`config.mk`:
```
export PLATFORM = sky130hd
export DESIGN_NAME = dfa_acc_cell
export DESIGN_NICKNAME = d
export VERILOG_FILES = /design/src/design/dfa_acc_pkg.sv /design/src/design/dfa_acc_cell.sv
export SDC_FILE = /design/constraint.sdc
export NUM_CORES = 1
export LEC_CHECK = 0
export ABC_AREA = 0
export ABC_CLOCK_PERIOD_IN_PS = 2880
export BUFFER_PORTS_ARGS = -buffer_cell sky130_fd_sc_hd__buf_4
export CORE_ASPECT_RATIO = 0.75
export CORE_MARGIN = 1.5
export CORE_UTILIZATION = 41
export DETAILED_ROUTE_END_ITERATION = 6
export GPL_TIMING_DRIVEN = 1
export PLACE_DENSITY = 0.84
export SYNTH_ARGS = -nofsm -noshare
export SYNTH_HDL_FRONTEND = slang
export SYNTH_SLANG_ARGS = --single-unit
```
`constraint.sdc`:
```
create_clock -name clk -period 2.88 [get_ports clk]
set_clock_uncertainty 0.2 [all_clocks]
set_input_delay 0.576 -clock clk [delete_from_list [all_inputs] [get_ports clk]]
set_output_delay 0.576 -clock clk [all_outputs]
set_load 0.01 [all_outputs]
```
`src/design/dfa_acc_pkg.sv`:
```
`timescale 1ns / 1ps

package dfa_acc_pkg;

	localparam int STATE_W    = 6;
	localparam int SYM_IN_W   = 8;
	localparam int IDX_W      = 8;
	localparam int TCOUNT_W   = 9;
	localparam int MASK_W     = 64;
	localparam int CFG_IDX_W  = 2;
	localparam int CFG_DATA_W = 64;
	localparam int VERDICT_W  = 2;
	localparam int OP_W       = 2;

	// states at or above this are never accepting
	localparam int NUM_STATES = 64;

	localparam int MAX_TRANSITIONS_DEF = 256;
	localparam int SYMBOL_BITS_DEF     = 8;

	typedef enum logic [OP_W-1:0] {
		OP_LOAD  = 2'd0,
		OP_FEED  = 2'd1,
		OP_EMPTY = 2'd2
	} op_e_t;

	typedef enum logic [VERDICT_W-1:0] {
		V_ACCEPT = 2'd0,
		V_REJECT = 2'd1,
		V_DEAD   = 2'd2
	} verdict_t;

	typedef enum logic [CFG_IDX_W-1:0] {
		CFG_START_STATE = 2'd0,
		CFG_TCOUNT      = 2'd1,
		CFG_ACCEPT_MASK = 2'd2
	} cfg_reg_t;

	typedef enum logic {
		ST_IDLE,
		ST_SEARCH
	} fsm_t;

	typedef struct packed {
		logic [OP_W-1:0]     op;
		logic [IDX_W-1:0]    entry_index;
		logic [STATE_W-1:0]  from_state;
		logic [SYM_IN_W-1:0] symbol;
		logic [STATE_W-1:0]  to_state;
		logic                last;
	} cmd_t;

	typedef struct packed {
		logic                 accepted;
		logic [VERDICT_W-1:0] verdict;
		logic [STATE_W-1:0]   final_state;
	} res_t;

	// search token handed from cell to cell
	typedef struct packed {
		logic               valid;
		logic               hit;
		logic [STATE_W-1:0] nxt;
	} tok_t;

	// transition entry load, broadcast to every cell
	typedef struct packed {
		logic               we;
		logic [IDX_W-1:0]   index;
		logic [STATE_W-1:0] from_state;
		logic [STATE_W-1:0] to_state;
	} load_t;

endpackage

```
`src/design/dfa_acc_cell.sv`:
```
`timescale 1ns / 1ps

module dfa_acc_cell import dfa_acc_pkg::*; #(
	parameter int IDX   = 0,
	parameter int SYM_W = SYMBOL_BITS_DEF
) (
	input  logic                clk,
	input  logic                arst_n,
	input  load_t               load,
	input  logic [SYM_W-1:0]    load_sym,
	input  logic [STATE_W-1:0]  key_state,
	input  logic [SYM_W-1:0]    key_sym,
	input  logic [TCOUNT_W-1:0] tcount,
	input  tok_t                tok_in,
	output tok_t                tok_out
);

	logic [STATE_W-1:0] from_q;
	logic [STATE_W-1:0] to_q;
	logic [SYM_W-1:0]   sym_q;
	logic               in_range;
	logic               match;
	tok_t               tok_d;
	tok_t               tok_q;

	always_ff @(posedge clk) begin
		if (load.we && (32'(load.index) == 32'(IDX))) begin
			from_q <= load.from_state;
			to_q   <= load.to_state;
			sym_q  <= load_sym;
		end
	end

	// entries past the configured count are skipped
	assign in_range = 32'(tcount) > 32'(IDX);
	assign match    = in_range && (from_q == key_state) && (sym_q == key_sym);

	always_comb begin
		tok_d = tok_in;
		if (tok_in.valid && !tok_in.hit && match) begin
			tok_d.hit = 1'b1;
			tok_d.nxt = to_q;
		end
	end

	always_ff @(posedge clk or negedge arst_n) begin
		if (!arst_n) begin
			tok_q <= '0;
		end else begin
			tok_q <= tok_d;
		end
	end

	assign tok_out = tok_q;

endmodule

```
# Yosys cells after proc, flatten, opt, wreduce, memory -nomap -nowiden
# Cells that the tools add are included.
dict set report totals {
  elab_cells 17
  mem_bits_ro 0
  out_inout_bits 8
  in_bits 62
  regBits 28
  n_memories 0
  mem_bits_rw 0
  latch_bits 0
}
dict set report classes {
  mul 0
  eq_ne 2
  bitwise_logic 0
  add_sub_neg 0
  shifts 0
  muxes 1
  reduce_logical 7
  magnitude_cmp 1
  n_div 0
}
# operator count
set op_table {}
lappend op_table {{$gt 9x1->1 const B} 1}
lappend op_table {{$eq 8x8->1} 1}
lappend op_table {{$logic_not 8->1} 1}
lappend op_table {{$mux 7} 1}
lappend op_table {{$eq 6x6->1} 1}
lappend op_table {{$logic_and 1x1->1} 5}
lappend op_table {{$logic_not 1->1} 1}

# Logic depth before layout (Yosys ltp)
# Gate-level depths: netlist of the first run.
dict set report depth {
  ltp_word 5
  ltp_mapped 5
  depth_no_buf 5
}

# Worst setup path before layout of the first run
# No wires, ideal clock.
dict set report synth_timing {
  path_type {in2reg}
  from {input load[14] in the netlist's numbering}
  to {register from_q[0] (enable)}
  required_ns 2.230
  arrival_ns 2.872
  path_slack_ns -0.642
  setup_ns 0.450
  path_buffers 0
  stages 3
  cell_sequence {nor4_1 nand3b_1 nor4_1}
}
dict set report synth_between {
  elab_chain_len 2
}
# item line_no
set synth_lines {}
lappend synth_lines {{from (decl)} dfa_acc_cell.sv:9} ;# input load_t load,
lappend synth_lines {{$logic_not 8->1} dfa_acc_cell.sv:27} ;# if (load.we && (32'(load.index) == 32'(IDX))) begin
lappend synth_lines {{$logic_and 1x1->1} dfa_acc_cell.sv:27}
lappend synth_lines {{to (signal assigned)} dfa_acc_cell.sv:28} ;# from_q <= load.from_state;
lappend synth_lines {{to (decl)} dfa_acc_cell.sv:18} ;# logic [STATE_W-1:0] from_q;
# No other way between the ends.
# A chain may end at the register's enable or synchronous reset.

==> results.sh, run 1 <==
export IMPL_synthSimpleGateAreaFrac_pct=7.30
export IMPL_ys_seq_area_share_pct=73.0
export IMPL_drc=0
export IMPL_cts_tree="yes"
export IMPL_worst_skew_pair_late_latency_ns=0.32
export IMPL_clock_sinks=28
export IMPL_ys_ff_latch=28
export IMPL_cp_data_required_time_ns=2.90
export IMPL_worst_path_buf_inv=0
export IMPL_final_cell_area_sq_um=1750
export IMPL_start_kind="flip-flop"
export IMPL_end_kind="flip-flop"
export IMPL_synth_mux_area_fraction_pct=6.16
export IMPL_vias_per_cell=4.56
export IMPL_power_frac_comb_pct=12.6
export IMPL_crit_fanout=7
export IMPL_fin_cells=172
export IMPL_antenna_found_initial=0
export IMPL_multi_input_area_sq_um=312
export IMPL_dieArea_sq_um=3000
export IMPL_syn2layout_area_growth_pct=59.1
export IMPL_startpoint="from_q[3]$_DFFE_PP_"
export IMPL_p_int_uw=649
export IMPL_track_usage_pct=16.0
export IMPL_relSlewSlack_pct=68.5
export IMPL_hold_viol=0
export IMPL_yosysWarnings=0
export IMPL_holdCritPathClass="in2reg"
export IMPL_swShare_pct=18.0
export IMPL_rsz0062_at_grt="false"
export IMPL_seqCellArea_sq_um=801
export IMPL_path_cells="xor2_1, nor4_2, nand4_1, a311oi_4, mux2_2"
export IMPL_cts_root_buffer="clkbuf_4"
export IMPL_status="finished, final reports clean"
export IMPL_synthAdderAreaFrac_pct=0
export IMPL_clockPowerShare_pct=31.8
export IMPL_max_freq_mhz=454
export IMPL_p_per_area_nw_per_um2=454
export IMPL_min_period_ns=2.20
export IMPL_finalCritPeriodShare_pct=76.5
export IMPL_synth_fp_nets=123
export IMPL_die_h_um=47.8
export IMPL_wl_um=2320
export IMPL_synth_area_leader_cell="edfxtp_1"
export IMPL_grt_overflow=0
export IMPL_slowest_stage="a311oi_4"
export IMPL_tightest_slew_ns=0.467
export IMPL_antenna_left=0
export IMPL_setup_viol=0
export IMPL_synth_compound_area_share_pct=2.39
export IMPL_cts_setup_buffers=0
export IMPL_grt_start_max_net_pins=21
export IMPL_firstDrtPassIters=2
export IMPL_synth_top_family_by_area="XOR/XNOR gates"
export IMPL_critPathKind="reg2reg"
export IMPL_synthXorXnorAreaFrac_pct=11.2
export IMPL_clk_pin_slew_ns=0.15
export IMPL_fin_setup_tns_ns=0
export IMPL_grt_pass1_wl_um=3490
export IMPL_fin_nets=199
export IMPL_r2r_start="from_q[3]$_DFFE_PP_"
export IMPL_switchingPower_uw=143
export IMPL_fp_dieW_um=62.7
export IMPL_dr_total_vias=785
export IMPL_clockBufferDepth=2
export IMPL_ir_drop_mv=0.318
export IMPL_initial_core_util_pct=42.5
export IMPL_crit_family="compound AO/OA/AOI/OAI gates"
export IMPL_synth_top_area_share_pct=54.7
export IMPL_io_buffers=69
export IMPL_placed_cells=167
export IMPL_power_frac_seq_pct=55.6
export IMPL_drive_above_1_share_pct=61.0
export IMPL_placed_cell_area_sq_um=1680
export IMPL_arrival_ns=2.22
export IMPL_netlist_area_sq_um=1100
export IMPL_cts_buffers=3
export IMPL_routedWlPerCell_um=13.5
export IMPL_r2r_setup_slack_ns=0.68
export IMPL_cp_slowest_stage_delay_ns=0.48
export IMPL_core_area_sq_um=2580
export IMPL_drtIter0Drc=11
export IMPL_leakage_uw=0.000727
export IMPL_diodes=0
export IMPL_syn_inst=61
export IMPL_nFillCells=185
export IMPL_grt_pass1_vias=854
export IMPL_synth_area_leaders="edfxtp_1 55%, dfrtp_1 18%, xor2_1 7.2%"
export IMPL_drv_cap=0
export IMPL_cts_htree_levels=1
export IMPL_slew_viol_final=0
export IMPL_io_pins=70
export IMPL_syn_avg_cell_area_sq_um=18.0
export IMPL_std_cell_rows=16
export IMPL_place_congestion=0.661
export IMPL_total_power_uw=792
export IMPL_synth_distinct_cells=14
export IMPL_hold_start="tok_in[7]"
export IMPL_fin_util_pct=67.6
[worst reg2reg max path, stage by stage, from the launching register on]
cell and delay [ns]:
edfxtp_1 0.40, xor2_1 0.15, nor4_2 0.28, nand4_1 0.19
a311oi_4 0.48, mux2_2 0.40
[flip-flops by register name, summed over array words and instances, names as in the netlist]
| register | count |
|---|---|
| to_q | 6 |
| from_q | 6 |
| sym_q | 8 |
| tok_out | 8 |
[timing repair]
item | in CTS | in global routing
hold buffers | 1 | 0
hold endpoints to repair | 8 | 0
resized for setup | 0 | 0
[cell usage after synthesis]
cell type  count
nor4_2         1
nor3_1         1
nand4_1        2
edfxtp_1      20
xnor2_1        5
mux2_2         6
nor4_1         4
or2_1          1
nor3b_1        1
a311oi_4       1
nand3b_1       1
nor2_1         1
dfrtp_1        8
xor2_1         9
[path summary, 6_finish.rpt]
check,to,cells past startpoint
max,tok_out[2]$_DFF_PN0_,5
min,tok_out[7]$_DFF_PN0_,1
min in group asynchronous,tok_out[7]$_DFF_PN0_,2
max reg2reg,tok_out[2]$_DFF_PN0_,5
min reg2reg,tok_out[5]$_DFF_PN0_,1
max in group asynchronous,tok_out[2]$_DFF_PN0_,2
[placed cells by master (no fill, tap or decap)]
cell,instances
buf_4,70
bufinv_16,1
a311oi_4,1
nor2_1,1
nor4_1,3
mux2_2,6
nor4_2,1
nor4_4,1
nand4_1,2
edfxtp_1,20
nand3b_1,1
or2_1,1
xnor2_1,5
clkbuf_4,3
xor2_1,9
nor3b_1,1
nor3_1,1
dlygate4sd3_1,1
dfrtp_1,8
[per-layer routing]
metal | global-route usage [%] | up-vias | wire, um
li1 | - | 379 | -
met1 | 16.8 | 361 | 824
met2 | 31.8 | 39 | 1280
met3 | 3.29 | 6 | 161
met4 | 9.33 | 0 | 48
met5 | 0 | - | 0
[per-stage QoR]
stage	hold slack (ns)	worst slack [ns]
floorplan	0.0804	0.192
global placement	0.195	0.438
detailed placement	0.199	0.367
CTS	0.152	0.679
global route	0.143	0.533
finish	0.164	0.676
[power by group through the flow]
stage	registers, uW	logic (uW)	clock network [uW]
floorplan	452	15.8	0
global placement	449	96.7	0
detailed placement	449	99.3	0
CTS	440	101	260
global route	441	107	275
finish	440	99.8	252
[logic make-up (layout without fill, tap and decap cells)]
family	Yosys count	after routing
AOI/OAI and AO/OA	1	1
DFF	28	28
muxes	6	6
xor gates and xnor gates	14	14
and+or+nand+nor	12	12
buffers and inverters	0	75
[area by class of cell]
type                    instances  area share, %
flip-flops and latches         28           45.9
repair buffers                 71           30.7
multi-input cells              33           17.8
well taps                      36           2.58
clock inverters                 1           1.72
clock buffers                   3           1.29
(Power assumes the default switching activity.)
==> run 2, diff against run 1 <==
--- a/config.mk
+++ b/config.mk
@@ -6,14 +6,14 @@
 export NUM_CORES = 1
 export LEC_CHECK = 0
 export ABC_AREA = 0
-export ABC_CLOCK_PERIOD_IN_PS = 2880
+export ABC_CLOCK_PERIOD_IN_PS = 1900
 export BUFFER_PORTS_ARGS = -buffer_cell sky130_fd_sc_hd__buf_4
 export CORE_ASPECT_RATIO = 0.75
 export CORE_MARGIN = 1.5
-export CORE_UTILIZATION = 41
+export CORE_UTILIZATION = 37
 export DETAILED_ROUTE_END_ITERATION = 6
 export GPL_TIMING_DRIVEN = 1
-export PLACE_DENSITY = 0.84
+export PLACE_DENSITY = 0.8
 export SYNTH_ARGS = -nofsm -noshare
 export SYNTH_HDL_FRONTEND = slang
 export SYNTH_SLANG_ARGS = --single-unit
==> constraint.sdc (replaced) <==
create_clock -name clk -period 1.9 [get_ports clk]
set_clock_uncertainty 0.2 [all_clocks]
set_input_delay 0.38 -clock clk [delete_from_list [all_inputs] [get_ports clk]]
set_output_delay 0.38 -clock clk [all_outputs]
set_load 0.01 [all_outputs]
==> run 2 against run 1 <==
Against the previous run: the flow now finishes with violations (setup timing); combinational power is 58% higher; worst hold slack worse by 0.14 ns; design area is 4.0% higher; via count is 3.8% higher; fmax is 3.2% higher; die area is 10% higher.
==> results.sh, run 2 (synthesis gave the netlist of run 1 again) <==
export IMPL_io_pins=70
export IMPL_slew_viol_final=0
export IMPL_ir_drop_mv=0.649
export IMPL_place_congestion=0.805
export IMPL_cts_tree="yes"
export IMPL_layout_common_cells="73 x buf_4, 20 x edfxtp_1, 9 x xor2_1, 8 x dfrtp_1, 5 x xnor2_1"
export IMPL_std_cell_rows=16
export IMPL_max_freq_mhz=468
export IMPL_vias_per_cell=4.63
export IMPL_arrival_ns=2.09
export IMPL_path_cells="xor2_1, nor4_1, nand4_1, a311oi_4, buf_6, mux2_2"
export IMPL_drc=0
export IMPL_dieArea_sq_um=3300
export IMPL_cts_htree_levels=1
export IMPL_slowest_stage="edfxtp_1"
export IMPL_fin_cells=176
export IMPL_p_per_area_nw_per_um2=675
export IMPL_clk_pin_slew_ns=0.09
export IMPL_hold_start="tok_in[7]"
export IMPL_critPathKind="reg2reg"
export IMPL_holdCritPathClass="in2reg"
export IMPL_finalCritPeriodShare_pct=112
export IMPL_start_kind="flip-flop"
export IMPL_r2r_end="tok_out[3]$_DFF_PN0_"
export IMPL_clockBufferDepth=2
export IMPL_diodes=0
export IMPL_tightest_slew_ns=0.381
export IMPL_initial_core_util_pct=40.6
export IMPL_track_usage_pct=15.1
export IMPL_r2r_setup_slack_ns=-0.24
export IMPL_r2r_start="from_q[0]$_DFFE_PP_"
export IMPL_worst_skew_pair_late_latency_ns=0.27
export IMPL_antenna_left=0
export IMPL_dr_total_vias=815
export IMPL_grt_overflow=0
export IMPL_hold_end="tok_out[7]$_DFF_PN0_"
export IMPL_cp_data_required_time_ns=1.86
export IMPL_die_h_um=50.2
export IMPL_nFillCells=197
export IMPL_reg2regPathDepth=6
export IMPL_placed_cells=171
export IMPL_io_buffers=69
export IMPL_firstDrtPassIters=4
export IMPL_cts_buffers=3
export IMPL_fin_ws_ns=-0.236
export IMPL_wl_um=2420
export IMPL_seqCellArea_sq_um=801
export IMPL_hold_viol=0
export IMPL_multi_input_area_sq_um=334
export IMPL_fin_nets=203
export IMPL_leakage_uw=0.000763
export IMPL_antenna_found_initial=0
export IMPL_status="finished, violations left"
export IMPL_drive_above_1_share_pct=62.9
export IMPL_core_area_sq_um=2700
export IMPL_crit_fanout=7
export IMPL_relSlewSlack_pct=74.4
export IMPL_end_kind="flip-flop"
export IMPL_min_period_ns=2.14
export IMPL_grt_start_max_net_pins=17
export IMPL_clock_sinks=28
export IMPL_grt_pass1_wl_um=3590
export IMPL_cts_root_buffer="clkbuf_8"
export IMPL_grt_pass1_vias=807
export IMPL_fin_util_pct=67.2
export IMPL_syn2layout_area_growth_pct=65.5
export IMPL_mostFrequentLayoutCell="buf_4"
export IMPL_setup_viol=6
export IMPL_drtIter0Drc=15
export IMPL_violations="setup timing"
export IMPL_hold_depth=1
export IMPL_routedWlPerCell_um=13.8
export IMPL_cp_slowest_stage_delay_ns=0.40
export IMPL_drv_cap=0
export IMPL_hpwl_um=2070
export IMPL_rsz0062_at_grt="true"
export IMPL_fp_dieW_um=65.9
run 2: changes by cell type in the layout (fill, tap and decap cells not counted):
| cell | previous run | this run |
|---|---|---|
| bufinv_16 | 1 | 0 |
| buf_6 | 0 | 1 |
| buf_4 | 70 | 73 |
| mux2_2 | 6 | 4 |
| clkbuf_4 | 3 | 0 |
| clkbuf_16 | 0 | 1 |
| nor4_1 | 3 | 2 |
| mux2_4 | 0 | 2 |
| clkbuf_8 | 0 | 3 |
| nor4_4 | 1 | 2 |
run 2: layer usage:
metal | up-vias | track usage, % | wire (um)
li1 | 386 | - | -
met1 | 385 | 19.0 | 971
met2 | 44 | 26.8 | 1240
met3 | 0 | 4.26 | 213
met4 | 0 | 2.08 | 0
met5 | - | 0 | 0
run 2: critical path: cells and delay by family (launching register included):
family / cells / cell delay [ns]
DFF: 1 / 0.40
muxes: 1 / 0.34
xor gates and xnor gates: 1 / 0.16
AOI/OAI and AO/OA: 1 / 0.30
buffers and inverters: 1 / 0.17
and+or+nand+nor: 2 / 0.47
run 2: metrics by stage:
step	total power (uW)	setup slack (ns)	area, sq um	hold WS (ns)	setup TNS [ns]
after floorplan	711	-0.150	1130	-0.116	-3.85
after global placement	832	-0.390	1730	-0.000441	-2.40
after detailed placement	838	-0.378	1730	0.00325	-2.24
after CTS	1240	-0.249	1810	0.0186	-1.39
after global routing	1270	-0.317	1820	0.0130	-1.82
final	1230	-0.236	1820	0.0232	-1.28
run 2: worst max-delay path by stage:
stage                                   start              endpoint  slack (ns)  cells after the start
after floorplan                      load[14]   from_q[0]$_DFFE_PP_       -0.15                      3
after global placement           key_state[0]  tok_out[5]$_DFF_PN0_       -0.39                      7
after detailed placement         key_state[0]  tok_out[3]$_DFF_PN0_       -0.38                      7
after CTS                 from_q[0]$_DFFE_PP_  tok_out[3]$_DFF_PN0_       -0.25                      6
after global routing      from_q[3]$_DFFE_PP_  tok_out[2]$_DFF_PN0_       -0.32                      6
final                     from_q[0]$_DFFE_PP_  tok_out[3]$_DFF_PN0_       -0.24                      6
run 2: report_power, final:
group	total, uW	leakage, uW	internal [uW]	switching, uW
clock network	400	0.0000339	229	171
registers	667	0.000273	664	3.15
logic	158	0.000456	110	47.8
total	1230	0.000763	1000	222
run 2: final cells by class:
cell class	count	share of cell area, %
sequential	28	44.1
tap	36	2.48
multi-input combinational	33	18.4
timing repair buffer	75	31.4
clock buffer	4	3.65
run 2: repair_timing:
action,in CTS,in global routing
setup buffers,0,0
endpoints found under the hold margin,8,0
hold buffers,1,0
pin swaps,1,1
setup endpoints to repair,6,7
cloned,0,0
resized for setup,1,1
==> run 3, diff against run 2 <==
--- a/config.mk
+++ b/config.mk
@@ -10,10 +10,11 @@
 export BUFFER_PORTS_ARGS = -buffer_cell sky130_fd_sc_hd__buf_4
 export CORE_ASPECT_RATIO = 0.75
 export CORE_MARGIN = 1.5
-export CORE_UTILIZATION = 37
+export CORE_UTILIZATION = 39
+export CTS_BUF_LIST = sky130_fd_sc_hd__clkbuf_4 sky130_fd_sc_hd__clkbuf_8
 export DETAILED_ROUTE_END_ITERATION = 6
 export GPL_TIMING_DRIVEN = 1
-export PLACE_DENSITY = 0.8
+export PLACE_DENSITY = 0.83
 export SYNTH_ARGS = -nofsm -noshare
 export SYNTH_HDL_FRONTEND = slang
 export SYNTH_SLANG_ARGS = --single-unit
==> run 3 against run 2 <==
Against the previous run: the run still ends with setup timing left; register-to-register slack gained 0.04 ns; final cell count decreased by 1.7%; total power down 8.7%.
==> results.sh, run 3 (synthesis gave the netlist of run 1 again) <==
export IMPL_status="finished, violations left"
export IMPL_violations="setup timing"
export IMPL_syn2layout_area_growth_pct=63.6
export IMPL_tightest_slew_ns=0.367
export IMPL_antenna_left=0
export IMPL_slew_viol_final=0
export IMPL_std_cell_rows=16
export IMPL_p_per_area_nw_per_um2=623
export IMPL_io_buffers=69
export IMPL_cts_htree_levels=1
export IMPL_routed_wl_met3_um=141
export IMPL_mostFrequentLayoutCell="buf_4"
export IMPL_grt_overflow=0
export IMPL_worst_skew_pair_late_latency_ns=0.26
export IMPL_drive_above_1_share_pct=62.0
export IMPL_clockBufferDepth=2
export IMPL_fp_dieW_um=64.3
export IMPL_cts_buffers=3
export IMPL_min_period_ns=2.09
export IMPL_cp_slowest_stage_delay_ns=0.38
export IMPL_start_kind="flip-flop"
export IMPL_diodes=0
export IMPL_finalCritPeriodShare_pct=110
export IMPL_dr_wl_met2_um=1310
export IMPL_grt_pass1_wl_um=3750
export IMPL_placed_cells=169
export IMPL_met1Wirelength_um=805
export IMPL_cts_tree="yes"
export IMPL_hold_viol=0
export IMPL_drc=0
export IMPL_place_congestion=0.709
export IMPL_holdCritPathClass="in2reg"
export IMPL_grt_pass1_vias=933
export IMPL_leakage_uw=0.000750
export IMPL_path_cells="xor2_1, nor4_1, nand4_1, a311oi_4, buf_6, mux2_2"
export IMPL_arrival_ns=2.04
export IMPL_fin_cells=173
export IMPL_grt_start_max_net_pins=21
export IMPL_drv_cap=0
export IMPL_dr_total_vias=801
export IMPL_crit_family="simple AND/OR/NAND/NOR gates"
export IMPL_setup_viol=6
export IMPL_ir_drop_mv=0.410
export IMPL_total_power_uw=1120
export IMPL_dieArea_sq_um=3140
export IMPL_worst_path_buf_inv=1
export IMPL_clock_sinks=28
export IMPL_wl_um=2270
export IMPL_cts_setup_buffers=0
export IMPL_crit_fanout=7
export IMPL_rsz0062_at_grt="true"
export IMPL_firstDrtPassIters=2
export IMPL_core_area_sq_um=2640
export IMPL_slowest_stage="edfxtp_1"
export IMPL_maxUsedRoutingLayer="met4"
export IMPL_cts_root_buffer="clkbuf_8"
export IMPL_critPathKind="reg2reg"
export IMPL_end_kind="flip-flop"
export IMPL_relSlewSlack_pct=75.4
export IMPL_layout_common_cells="70 x buf_4, 20 x edfxtp_1, 9 x xor2_1, 8 x dfrtp_1, 5 x xnor2_1"
export IMPL_vias_per_cell=4.63
export IMPL_routedWlPerCell_um=13.1
export IMPL_track_usage_pct=15.7
export IMPL_clk_pin_slew_ns=0.08
export IMPL_initial_core_util_pct=41.5
export IMPL_io_pins=70
export IMPL_die_h_um=48.9
export IMPL_max_freq_mhz=478
export IMPL_antenna_found_initial=0
export IMPL_fin_nets=201
export IMPL_drtIter0Drc=12
export IMPL_fin_ws_ns=-0.192
export IMPL_cp_data_required_time_ns=1.85
==> run 3: layout make-up <==
type,count,area [sq um]
clock buffers,3,41.3
flip-flops and latches,28,801
repair buffers,73,567
multi-input cells,33,342
well taps,36,45.0
fillers,195,847
==> run 3: timing repair <==
| item | 4_1_cts | 5_1_grt |
|---|---|---|
| hold buffers | 1 | 0 |
| endpoints found under the hold margin | 8 | 0 |
| gates resized for setup | 3 | 1 |
| setup endpoints to repair | 6 | 7 |
| pin swaps | 1 | 3 |
==> run 3: per-layer routing <==
layer	track usage [%]	vias to the layer above
met1	16.2	377
li1	-	383
met2	30.6	39
met4	6.38	0
met5	0	-
met3	3.23	2
==> run 3: worst paths after layout <==
check | start | to | slack (ns) | depth (start not counted)
min in group asynchronous | arst_n | tok_out[3]$_DFF_PN0_ | 0.28 | 2
worst max register to register | sym_q[5]$_DFFE_PP_ | tok_out[4]$_DFF_PN0_ | -0.19 | 6
worst max-delay path | sym_q[5]$_DFFE_PP_ | tok_out[4]$_DFF_PN0_ | -0.19 | 6
worst min-delay path | tok_in[7] | tok_out[7]$_DFF_PN0_ | 0.03 | 1
max in group asynchronous | arst_n | tok_out[1]$_DFF_PN0_ | 1.09 | 2
worst min register to register | to_q[3]$_DFFE_PP_ | tok_out[3]$_DFF_PN0_ | 0.28 | 1
==> run 3: through the flow <==
stage          hold WS, ns  cell area (sq um)  setup slack (ns)  TNS [ns]  util (%)
6_report            0.0277               1800            -0.192     -1.02      67.9
5_1_grt             0.0171               1800            -0.294     -1.66      67.9
4_1_cts             0.0221               1790            -0.229     -1.28      67.8
3_5_place_dp       0.00598               1730            -0.358     -2.12      65.4
3_3_place_gp      0.000403               1730            -0.336     -2.03      65.4
2_1_floorplan       -0.116               1130            -0.150     -3.85         -
==> run 3: power breakdown <==
part,internal (uW),switching (uW)
Clock,142,153
Combinational,110,46.6
Sequential,664,2.81
